<file path="config.mk">
export PLATFORM = sky130hd
export DESIGN_NAME = int8_vector_metric_accumulator
export DESIGN_NICKNAME = d
export VERILOG_FILES = /design/src/rtl/ivma_pkg.sv /design/src/rtl/ivma_lane.sv /design/src/rtl/ivma_accum.sv /design/src/rtl/int8_vector_metric_accumulator.sv
export SDC_FILE = /design/constraint.sdc
export NUM_CORES = 2
export LEC_CHECK = 0
export ABC_CLOCK_PERIOD_IN_PS = 14060
export BUFFER_PORTS_ARGS = -buffer_cell sky130_fd_sc_hd__buf_2
export CAP_MARGIN = 20
export CORE_MARGIN = 3
export CORE_UTILIZATION = 45
export CTS_BUF_LIST = sky130_fd_sc_hd__clkbuf_8
export DETAILED_ROUTE_END_ITERATION = 8
export GPL_ROUTABILITY_DRIVEN = 0
export GPL_TIMING_DRIVEN = 0
export MAX_ROUTING_LAYER = met4
export SETUP_SLACK_MARGIN = 0.15
export SLEW_MARGIN = 20
export SYNTH_ARGS = -nofsm -noshare
export SYNTH_HDL_FRONTEND = slang
export SYNTH_SLANG_ARGS = --single-unit
</file>
<file path="constraint.sdc">
create_clock -name clock -period 14.06 [get_ports clock]
set_clock_uncertainty 0.05 [all_clocks]
set_input_delay 1.406 -clock clock [delete_from_list [all_inputs] [get_ports clock]]
set_output_delay 1.406 -clock clock [all_outputs]
set_load 0.01 [all_outputs]
</file>
<file path="src/rtl/ivma_pkg.sv">
// shared types and constants for the int8 vector metric accumulator
package ivma_pkg;

   typedef enum logic [1:0] {
      MODE_DOT      = 2'd0,
      MODE_SQDIST   = 2'd1,
      MODE_HAMMING  = 2'd2,
      MODE_POPCOUNT = 2'd3
   } metric_mode_type;

   localparam int MAX_LANES = 8;
   localparam int BYTE_W    = 8;
   localparam int WORD_W    = 64;
   localparam int COUNT_W   = 4;
   localparam int TERM_W    = 17;
   localparam int SUM_W     = 21;
   localparam int ACC_W     = 64;
   localparam int CSR_DATA_W = 32;
   localparam int CSR_ADDR_W = 3;

   localparam logic [0:0] REG_METRIC_MODE = 1'b0;

   localparam logic signed [ACC_W-1:0] ACC_MAX = {1'b0, {(ACC_W-1){1'b1}}};
   localparam logic signed [ACC_W-1:0] ACC_MIN = {1'b1, {(ACC_W-1){1'b0}}};

   typedef struct packed {
      logic                    last;
      logic signed [SUM_W-1:0] contrib;
   } sum_item_type;

endpackage

</file>
<file path="src/rtl/ivma_lane.sv">
// one byte lane: product, squared difference or bit count for a byte pair
module ivma_lane (
   input  logic [ivma_pkg::BYTE_W-1:0]         left_byte,
   input  logic [ivma_pkg::BYTE_W-1:0]         right_byte,
   input  ivma_pkg::metric_mode_type           mode,
   input  logic                                lane_on,
   output logic signed [ivma_pkg::TERM_W-1:0]  term
);

   logic signed [7:0]  a;
   logic signed [7:0]  b;
   logic signed [8:0]  diff;
   logic signed [15:0] prod;
   logic signed [17:0] square;
   logic [7:0]         bits;
   logic [3:0]         ones;

   assign a      = $signed(left_byte);
   assign b      = $signed(right_byte);
   assign diff   = $signed({a[7], a}) - $signed({b[7], b});
   assign prod   = a * b;
   assign square = diff * diff;
   assign bits   = (mode == ivma_pkg::MODE_POPCOUNT) ? left_byte : (left_byte ^ right_byte);

   always_comb begin
      ones = 4'd0;
      for (int i = 0; i < 8; i++) begin
         ones = ones + {3'd0, bits[i]};
      end
   end

   always_comb begin
      term = '0;
      if (lane_on) begin
         case (mode)
            ivma_pkg::MODE_DOT:      term = {prod[15], prod};
            ivma_pkg::MODE_SQDIST:   term = $signed(square[16:0]);
            ivma_pkg::MODE_HAMMING:  term = $signed({13'd0, ones});
            ivma_pkg::MODE_POPCOUNT: term = $signed({13'd0, ones});
            default:                 term = '0;
         endcase
      end
   end

endmodule

</file>
<file path="src/rtl/ivma_accum.sv">
// saturating 64-bit running sum and result register
module ivma_accum (
   input  logic                                clock,
   input  logic                                reset,
   input  logic                                item_valid,
   input  ivma_pkg::sum_item_type              item,
   output logic                                item_take,
   output logic                                rsp_valid,
   input  logic                                rsp_stall,
   output logic signed [ivma_pkg::ACC_W-1:0]   rsp_metric_value
);

   logic signed [ivma_pkg::ACC_W-1:0] run_ff, run_in;
   logic signed [ivma_pkg::ACC_W-1:0] value_ff, value_in;
   logic                              valid_ff, valid_in;
   logic signed [ivma_pkg::ACC_W-1:0] addend;
   logic signed [ivma_pkg::ACC_W:0]   wide;
   logic signed [ivma_pkg::ACC_W-1:0] sat_sum;
   logic                              emit;

   assign addend = {{(ivma_pkg::ACC_W-ivma_pkg::SUM_W){item.contrib[ivma_pkg::SUM_W-1]}},
                    item.contrib};
   assign wide   = $signed({run_ff[ivma_pkg::ACC_W-1], run_ff})
                 + $signed({addend[ivma_pkg::ACC_W-1], addend});

   always_comb begin
      if (wide[ivma_pkg::ACC_W] != wide[ivma_pkg::ACC_W-1]) begin
         sat_sum = wide[ivma_pkg::ACC_W] ? ivma_pkg::ACC_MIN : ivma_pkg::ACC_MAX;
      end else begin
         sat_sum = wide[ivma_pkg::ACC_W-1:0];
      end
   end

   // a last item needs the result register free or leaving
   assign item_take = item_valid && (!item.last || !valid_ff || !rsp_stall);
   assign emit      = item_take && item.last;

   always_comb begin
      run_in   = run_ff;
      value_in = value_ff;
      valid_in = valid_ff && rsp_stall;
      if (item_take) begin
         run_in = item.last ? '0 : sat_sum;
      end
      if (emit) begin
         value_in = sat_sum;
         valid_in = 1'b1;
      end
   end

   always_ff @(posedge clock) begin
      if (reset) begin
         run_ff   <= '0;
         valid_ff <= 1'b0;
      end else begin
         run_ff   <= run_in;
         valid_ff <= valid_in;
      end
   end

   always_ff @(posedge clock) begin
      value_ff <= value_in;
   end

   assign rsp_valid        = valid_ff;
   assign rsp_metric_value = value_ff;

endmodule

</file>
<file path="src/rtl/int8_vector_metric_accumulator.sv">
// top level: csr, input register, lane terms, lane sum and accumulator
//
//  channel | direction | handshake          | payload
//  req     | in        | req_valid/req_stall| left_word, right_word, valid_bytes, last_item
//  rsp     | out       | rsp_valid/rsp_stall| metric_value
//  csr     | in/out    | apb psel/penable   | metric_mode at byte address 0
//
// one item per cycle while req_stall is low; rsp shows the accumulator's result register
// the stages are input register, lane terms, lane sum, then the saturating accumulator
// empty stages close up, and only a last item waits on a stalled result
// synchronous reset clears valids, the running sum and metric_mode
module int8_vector_metric_accumulator #(
   parameter int LANES = 8
) (
   input  logic                                   clock,
   input  logic                                   reset,
   input  logic                                   req_valid,
   output logic                                   req_stall,
   input  logic [ivma_pkg::WORD_W-1:0]            req_left_word,
   input  logic [ivma_pkg::WORD_W-1:0]            req_right_word,
   input  logic [ivma_pkg::COUNT_W-1:0]           req_valid_bytes,
   input  logic                                   req_last_item,
   output logic                                   rsp_valid,
   input  logic                                   rsp_stall,
   output logic signed [ivma_pkg::ACC_W-1:0]      rsp_metric_value,
   input  logic                                   csr_psel,
   input  logic                                   csr_penable,
   input  logic                                   csr_pwrite,
   input  logic [ivma_pkg::CSR_ADDR_W-1:0]        csr_paddr,
   input  logic [ivma_pkg::CSR_DATA_W-1:0]        csr_pwdata,
   output logic [ivma_pkg::CSR_DATA_W-1:0]        csr_prdata,
   output logic                                   csr_pready
);

   localparam int ACTIVE_LANES = (LANES < ivma_pkg::MAX_LANES) ? LANES : ivma_pkg::MAX_LANES;
   localparam logic [ivma_pkg::COUNT_W-1:0] CNT_LIMIT = ivma_pkg::COUNT_W'(ACTIVE_LANES);

   // csr
   ivma_pkg::metric_mode_type mode_ff, mode_in;
   logic                      csr_write;

   assign csr_pready = 1'b1;
   assign csr_write  = csr_psel && csr_penable && csr_pwrite && csr_pready
                     && (csr_paddr[2:2] == ivma_pkg::REG_METRIC_MODE);

   always_comb begin
      mode_in = mode_ff;
      if (csr_write) begin
         mode_in = ivma_pkg::metric_mode_type'(csr_pwdata[1:0]);
      end
   end

   always_comb begin
      csr_prdata = '0;
      if (csr_paddr[2:2] == ivma_pkg::REG_METRIC_MODE) begin
         csr_prdata = {{(ivma_pkg::CSR_DATA_W-2){1'b0}}, mode_ff};
      end
   end

   always_ff @(posedge clock) begin
      if (reset) begin
         mode_ff <= ivma_pkg::MODE_DOT;
      end else begin
         mode_ff <= mode_in;
      end
   end

   // pipeline control
   logic v1_ff, v1_in, v2_ff, v2_in, v3_ff, v3_in;
   logic take3, move2, move1, free3, free2, free1, accept;

   assign free3  = !v3_ff || take3;
   assign move2  = v2_ff && free3;
   assign free2  = !v2_ff || move2;
   assign move1  = v1_ff && free2;
   assign free1  = !v1_ff || move1;
   assign accept = req_valid && free1;

   assign req_stall = !free1;

   assign v1_in = accept || (v1_ff && !move1);
   assign v2_in = move1  || (v2_ff && !move2);
   assign v3_in = move2  || (v3_ff && !take3);

   always_ff @(posedge clock) begin
      if (reset) begin
         v1_ff <= 1'b0;
         v2_ff <= 1'b0;
         v3_ff <= 1'b0;
      end else begin
         v1_ff <= v1_in;
         v2_ff <= v2_in;
         v3_ff <= v3_in;
      end
   end

   // input register
   logic [ivma_pkg::WORD_W-1:0]  s1_left_ff, s1_left_in;
   logic [ivma_pkg::WORD_W-1:0]  s1_right_ff, s1_right_in;
   logic [ivma_pkg::COUNT_W-1:0] s1_cnt_ff, s1_cnt_in;
   logic                         s1_last_ff, s1_last_in;
   ivma_pkg::metric_mode_type    s1_mode_ff, s1_mode_in;

   always_comb begin
      s1_left_in  = s1_left_ff;
      s1_right_in = s1_right_ff;
      s1_cnt_in   = s1_cnt_ff;
      s1_last_in  = s1_last_ff;
      s1_mode_in  = s1_mode_ff;
      if (accept) begin
         s1_left_in  = req_left_word;
         s1_right_in = req_right_word;
         s1_cnt_in   = (req_valid_bytes > CNT_LIMIT) ? CNT_LIMIT : req_valid_bytes;
         s1_last_in  = req_last_item;
         s1_mode_in  = mode_ff;
      end
   end

   always_ff @(posedge clock) begin
      s1_left_ff  <= s1_left_in;
      s1_right_ff <= s1_right_in;
      s1_cnt_ff   <= s1_cnt_in;
      s1_last_ff  <= s1_last_in;
      s1_mode_ff  <= s1_mode_in;
   end

   // lane terms
   logic signed [ivma_pkg::TERM_W-1:0] lane_term [ACTIVE_LANES];
   logic signed [ivma_pkg::TERM_W-1:0] s2_term_ff [ACTIVE_LANES];
   logic signed [ivma_pkg::TERM_W-1:0] s2_term_in [ACTIVE_LANES];
   logic                               s2_last_ff, s2_last_in;

   for (genvar i = 0; i < ACTIVE_LANES; i++) begin : g_lane
      ivma_lane u_lane (
         .left_byte  (s1_left_ff[ivma_pkg::BYTE_W*i +: ivma_pkg::BYTE_W]),
         .right_byte (s1_right_ff[ivma_pkg::BYTE_W*i +: ivma_pkg::BYTE_W]),
         .mode       (s1_mode_ff),
         .lane_on    (s1_cnt_ff > ivma_pkg::COUNT_W'(i)),
         .term       (lane_term[i])
      );
   end

   always_comb begin
      for (int i = 0; i < ACTIVE_LANES; i++) begin
         s2_term_in[i] = move1 ? lane_term[i] : s2_term_ff[i];
      end
      s2_last_in = move1 ? s1_last_ff : s2_last_ff;
   end

   always_ff @(posedge clock) begin
      for (int i = 0; i < ACTIVE_LANES; i++) begin
         s2_term_ff[i] <= s2_term_in[i];
      end
      s2_last_ff <= s2_last_in;
   end

   // lane sum
   logic signed [ivma_pkg::SUM_W-1:0] lane_sum;
   ivma_pkg::sum_item_type            s3_ff, s3_in;

   always_comb begin
      lane_sum = '0;
      for (int i = 0; i < ACTIVE_LANES; i++) begin
         lane_sum = lane_sum
                  + $signed({{(ivma_pkg::SUM_W-ivma_pkg::TERM_W){s2_term_ff[i][ivma_pkg::TERM_W-1]}},
                             s2_term_ff[i]});
      end
   end

   always_comb begin
      s3_in = s3_ff;
      if (move2) begin
         s3_in.last    = s2_last_ff;
         s3_in.contrib = lane_sum;
      end
   end

   always_ff @(posedge clock) begin
      s3_ff <= s3_in;
   end

   ivma_accum u_accum (
      .clock            (clock),
      .reset            (reset),
      .item_valid       (v3_ff),
      .item             (s3_ff),
      .item_take        (take3),
      .rsp_valid        (rsp_valid),
      .rsp_stall        (rsp_stall),
      .rsp_metric_value (rsp_metric_value)
   );

endmodule

</file>
======== Yosys cells after proc, flatten, opt, wreduce, memory -nomap -nowiden ========
Memory sizes are Yosys's and may differ from the RTL's.
Cells that the tools add are included.
word-level totals
  input bits .............................. 175
  bits in registers ....................... 292
  memories ................................ 1
  latch bits .............................. 0
  logic and storage cells ................. 195
  bits in read-only memories .............. 0
  bits in writable memories ............... 136
  output and inout bits ................... 99
cells by class
  reductions and logical operators ........ 32
  bitwise logic cells ..................... 9
  equal/unequal tests ..................... 4
  div/mod/pow operators ................... 0
  shift-type cells ........................ 0
  multipliers ............................. 16
  $add $sub $neg .......................... 72
  $lt $le $gt $ge ......................... 9
  muxes and demuxes ....................... 37
memories
  memory      words  bits a word  rd ports  clocked after memory_dff  write ports  RTL line                               text
  s2_term_ff  8      17           8         0                         8            int8_vector_metric_accumulator.sv:129  logic signed [ivma_pkg::TERM_W-1:0] s2_term_ff [ACTIVE_LANES];
operators with widths
  kind                                                                  count
  17-bit one-hot mux with 3 select lines                                8
  17-bit two-way mux                                                    16
  4-bit by 1-bit adder with 4-bit output                                48
  64-bit two-way mux                                                    3
  9-bit by 9-bit multiplier with 17-bit output                          8
  8-bit by 8-bit multiplier with 16-bit output                          8
  8-bit by 8-bit subtractor with 9-bit output                           8
  64-bit by 21-bit adder with 65-bit output                             1
  8-bit two-way mux                                                     8
  8-bit bitwise XOR                                                     8
  21-bit by 17-bit adder with 21-bit output                             3
  20-bit by 17-bit adder with 21-bit output                             1
  19-bit by 17-bit adder with 20-bit output                             1
  18-bit by 17-bit adder with 19-bit output                             1
  17-bit by 17-bit adder with 18-bit output                             1
  1-bit by 1-bit adder with 2-bit output                                8
  4-bit by 3-bit > comparator with 1-bit output, second input constant  4
  1-bit logical AND                                                     12
  1-bit logical NOT                                                     10
  4-bit by 1-bit > comparator with 1-bit output, second input constant  2
  4-bit by 2-bit > comparator with 1-bit output, second input constant  2
  1-bit logical OR                                                      8
  2-bit == test, second input constant                                  2
  4-bit > comparator, second input constant                             1
  other kinds (7)                                                       7

======== Logic depth before layout (Yosys ltp) ========
  depth after elaboration ................. 12
  depth in mapped cells ................... 33
  mapped depth without buffers ............ 32

======== By module ========
A second synthesis with hierarchy kept.
second synthesis, totals
  cell total of the unflattened synthesis .. 7220
  area total of the unflattened synthesis .. 68658.3 um2
by module, submodules not included
  module                            cells each  area an instance (um2)  times used
  ivma_lane (g_lane[0].u_lane ...)  691         5913.2                  3
  ivma_lane (g_lane[3].u_lane ...)  671         5785.5                  3
  int8_vector_metric_accumulator    830         13269.0                 1
  ivma_accum                        953         8653.3                  1
  ivma_lane (g_lane[7].u_lane)      683         5845.6                  1
  ivma_lane (g_lane[6].u_lane)      668         5794.3                  1

======== Least setup slack after synthesis ========
OpenSTA, ideal clock, no wires.
  path kind ............................... input port to flip-flop
  start ................................... input rsp_stall
  end ..................................... register s2_last_ff (enable)
  data required time ...................... 13.167 ns
  stages on the path ...................... 3
  data arrival time ....................... 11.456 ns
  slack ................................... 1.711 ns
  cells stage by stage .................... nand2_1 -> nor2_1 -> a21boi_0
on the way
  word-level cells in the longest chain between the ends .. 7
RTL lines
  element                 RTL line                               text
  start: declaration      int8_vector_metric_accumulator.sv:24   input logic rsp_stall,
  1-bit logical NOT       ivma_accum.sv:35                       assign item_take = item_valid && (!item.last || !valid_ff || !rsp_stall);
  1-bit logical OR        ivma_accum.sv:35
  1-bit logical AND       ivma_accum.sv:35
  1-bit logical OR        int8_vector_metric_accumulator.sv:72   assign free3 = !v3_ff || take3;
  1-bit logical AND       int8_vector_metric_accumulator.sv:73   assign move2 = v2_ff && free3;
  1-bit logical OR        int8_vector_metric_accumulator.sv:74   assign free2 = !v2_ff || move2;
  1-bit logical AND       int8_vector_metric_accumulator.sv:75   assign move1 = v1_ff && free2;
  via move1               int8_vector_metric_accumulator.sv:70   logic take3, move2, move1, free3, free2, free1, accept;
  end signal: assignment  int8_vector_metric_accumulator.sv:154  s2_last_ff <= s2_last_in;
  end: declaration        int8_vector_metric_accumulator.sv:131  logic s2_last_ff, s2_last_in;
The timed path passes the listed nets, and every way through them passes these cells.
A chain may end at the register's enable or synchronous reset.

==> results.py <==
metrics = {
    "setup_path": {
        "crit_arrival_ps": 9200,
        "slowest_delay_ps": 550,
        "cp_slowest_cell": "edfxtp_1",
        "crit_cells": 30,
        "worstSetupStartpointType": "register",
        "cp-end-kind": "register",
        "critPathBufInv": 6,
        "cpLargestDelayFamily": "adder cells",
        "crit_fanout": 11,
        "crit_type": "register to register",
        "crit_required_ps": 14600,
        "crit_path_frequent_cell": "fa_1",
        "worst_r2r_path_depth": 30,
    },
    "drt": {
        "num_vias": 47600,
        "viasPerCell": 5.15,
        "wl_um": 176000,
        "wire_per_inst_um": 19.0,
        "drt_iter0_markers": 3155,
        "drt-pass1-iter-count": 5,
        "ant_nets": 0,
        "drc": 0,
    },
    "min_path": {
        "hold_path.class": "register to register",
        "worst_hold_path.num_cells": 0,
    },
    "clock_tree": {
        "tritoncts": "yes",
        "holdBufCountCts": 0,
        "cts_max_level": 3,
        "worstSkewPairLatency_ps": 820,
        "cts_setup_buffers": 0,
        "clkTransAtPathRegs_ps": 60,
        "numClockSinks": 428,
        "ctsResizeCount": 0,
        "numCtsBuffers": 80,
        "ctsLongestPathBuffers": 3,
        "root_buffer": "clkbuf_8",
    },
    "finish": {
        "drive_gt1_share_pct": 7.02,
        "fillers": 13700,
        "fin_cells": 9239,
        "area_delta_synth_final_pct": 8.87,
        "layout.nets": 9210,
    },
    "timing": {
        "rsz0062_at_grt": "false",
        "worstMarginPinSlew_ps": 1270,
        "maxSlewViolCount": 0,
        "min_period_ps": 8660,
        "setup_viol_count_final": 0,
        "hold_violations": 0,
        "max-slew-margin-rel_pct": 15.6,
        "fin_worst_hold_slack_ps": 379,
        "post-route-period-util_pct": 61.6,
        "max_freq_mhz": 116,
    },
    "placed_design": {
        "io_buffers": 209,
        "placed_cells": 9084,
        "hpwl_um": 146000,
    },
    "synth": {
        "ys_warn_count": 0,
        "ys.flop_type": "edfxtp_1",
        "syn_area_um2": 66400,
        "synth_common_cells": "1,515 x inv_1, 1,035 x fa_1, 749 x ha_1, 507 x nand2_1, 490 x nor2_1",
        "seq_area_frac_synth_pct": 18.3,
        "synthMostInstantiatedCell": "inv_1",
        "yosysUniqueCellTypes": 79,
        "synth_seq_cells": 428,
        "synth_edf_count": 358,
        "synth_area_leader_cell": "fa_1",
        "synth.top_cell.area_share_pct": 31.2,
        "ys_top_cells_by_area": "fa_1 31%, edfxtp_1 16%, ha_1 14%",
        "netlist_instances": 6908,
        "synthArstFlopShare_pct": 0,
        "avgSynthCellArea_um2": 9.61,
    },
    "grt": {
        "grt_overflow": 0,
        "grt_usage_pct": 24.3,
        "grt_pass1_vias": 50200,
        "grt_max_degree": 31,
        "antenna_found_initial": 4,
        "grt_pass1_wl_um": 279000,
    },
    "die": {
        "start_util_pct": 45.5,
        "core_um2": 146000,
        "fp.dieH_um": 390,
        "die_area_um2": 152000,
        "row_count": 140,
        "die_w_um": 390,
        "io_pins": 274,
    },
    "run": {
        "maxCapViolCount": 0,
    },
    "outcome": {
        "run_status": "finished clean",
    },
}
-- placed cells by master, fill, tap and decap left out, types with 70 or more instances in the layout --
cell type  instances
a21o_1           131
inv_1           1531
a21oi_1          292
fa_1            1035
clkbuf_8          87
xor2_1           117
dfxtp_1           70
nand2b_1         126
nor2b_1           85
and2_1           234
ha_1             749
o21ai_0          210
clkbuf_1         113
edfxtp_1         358
nand2_1          507
buf_2            213
xnor2_1          234
nor2_1           490
-- worst register-to-register path: cells and delay by family (launching register included) --
kind	cells	cell delay, ps
adder cells (fa/ha/maj)	8	3450
AO/OA/AOI/OAI	12	2680
buffers and inverters	6	910
AND/OR/NAND/NOR	4	860
flip-flops	1	550
-- path summary, 6_finish.rpt --
check / from / end / slack (ps)
setup reg to reg: s1_left_ff[32]$_DFFE_PP_ / s2_term_ff[1][16]$_SDFFCE_PP0P_ / 5400
setup / recovery: s1_left_ff[32]$_DFFE_PP_ / s2_term_ff[1][16]$_SDFFCE_PP0P_ / 5400
hold / removal: s2_last_ff$_DFFE_PP_ / s3_ff[21]$_DFFE_PP_ / 380
hold reg to reg: s2_last_ff$_DFFE_PP_ / s3_ff[21]$_DFFE_PP_ / 380
-- kinds of logic after synthesis --
group                    after synthesis  share of synthesized area (%)
adder cells (fa/ha/maj)             1784                           45.3
flip-flops                           428                           18.3
XOR/XNOR                             351                           4.63
other                                  2                         0.0113
buffers and inverters               1711                           9.99
AND/OR/NAND/NOR                     1616                           11.5
multiplexers                          25                          0.405
AO/OA/AOI/OAI                        991                           9.89
-- sequential cells by signal (all words and copies together), names as in the netlist, 2 cells and up --
register / count
mode_ff: 2
s1_left_ff: 64
s1_cnt_ff: 4
s1_mode_ff: 2
u_accum.run_ff: 64
s3_ff: 22
s2_term_ff: 136
s1_right_ff: 64
u_accum.rsp_metric_value: 64
-- per-stage QoR --
stage | TNS (ps) | util (%) | cell area [um2] | setup slack, ps
CTS | 0 | 49.5 | 72300 | 5400
global route | 0 | 49.5 | 72300 | 4890
floorplan | 0 | - | 66500 | 1710
finish | 0 | 49.5 | 72300 | 5400
detailed placement | 0 | 48.2 | 70500 | 5480
global placement | -383000 | 47.9 | 70000 | -2810
-- layout make-up --
class | count | area (um2) | area share, %
plain buffers | 188 | 936 | 1.29
flip-flops and latches | 428 | 12200 | 16.8
well taps | 1917 | 2400 | 3.32
diodes | 5 | 12.5 | 0.0173
clock buffers | 87 | 1200 | 1.66
multi-input cells | 4798 | 47800 | 66.1
repair buffers | 232 | 1540 | 2.12
clock inverters | 61 | 588 | 0.813
inverters | 1523 | 5720 | 7.91
-- layer usage --
layer	global-route usage, %	part of all wire, %	vias to the layer above
met5	-	0	-
met4	7.41	3.2	0
met3	3.19	6.1	271
met2	39.6	48	1331
met1	31.6	43	23600
li1	-	-	22400
Power is left out: the tool's default activity adds up to more than one toggle a clock period on the data nets, which glitch-free logic cannot reach.
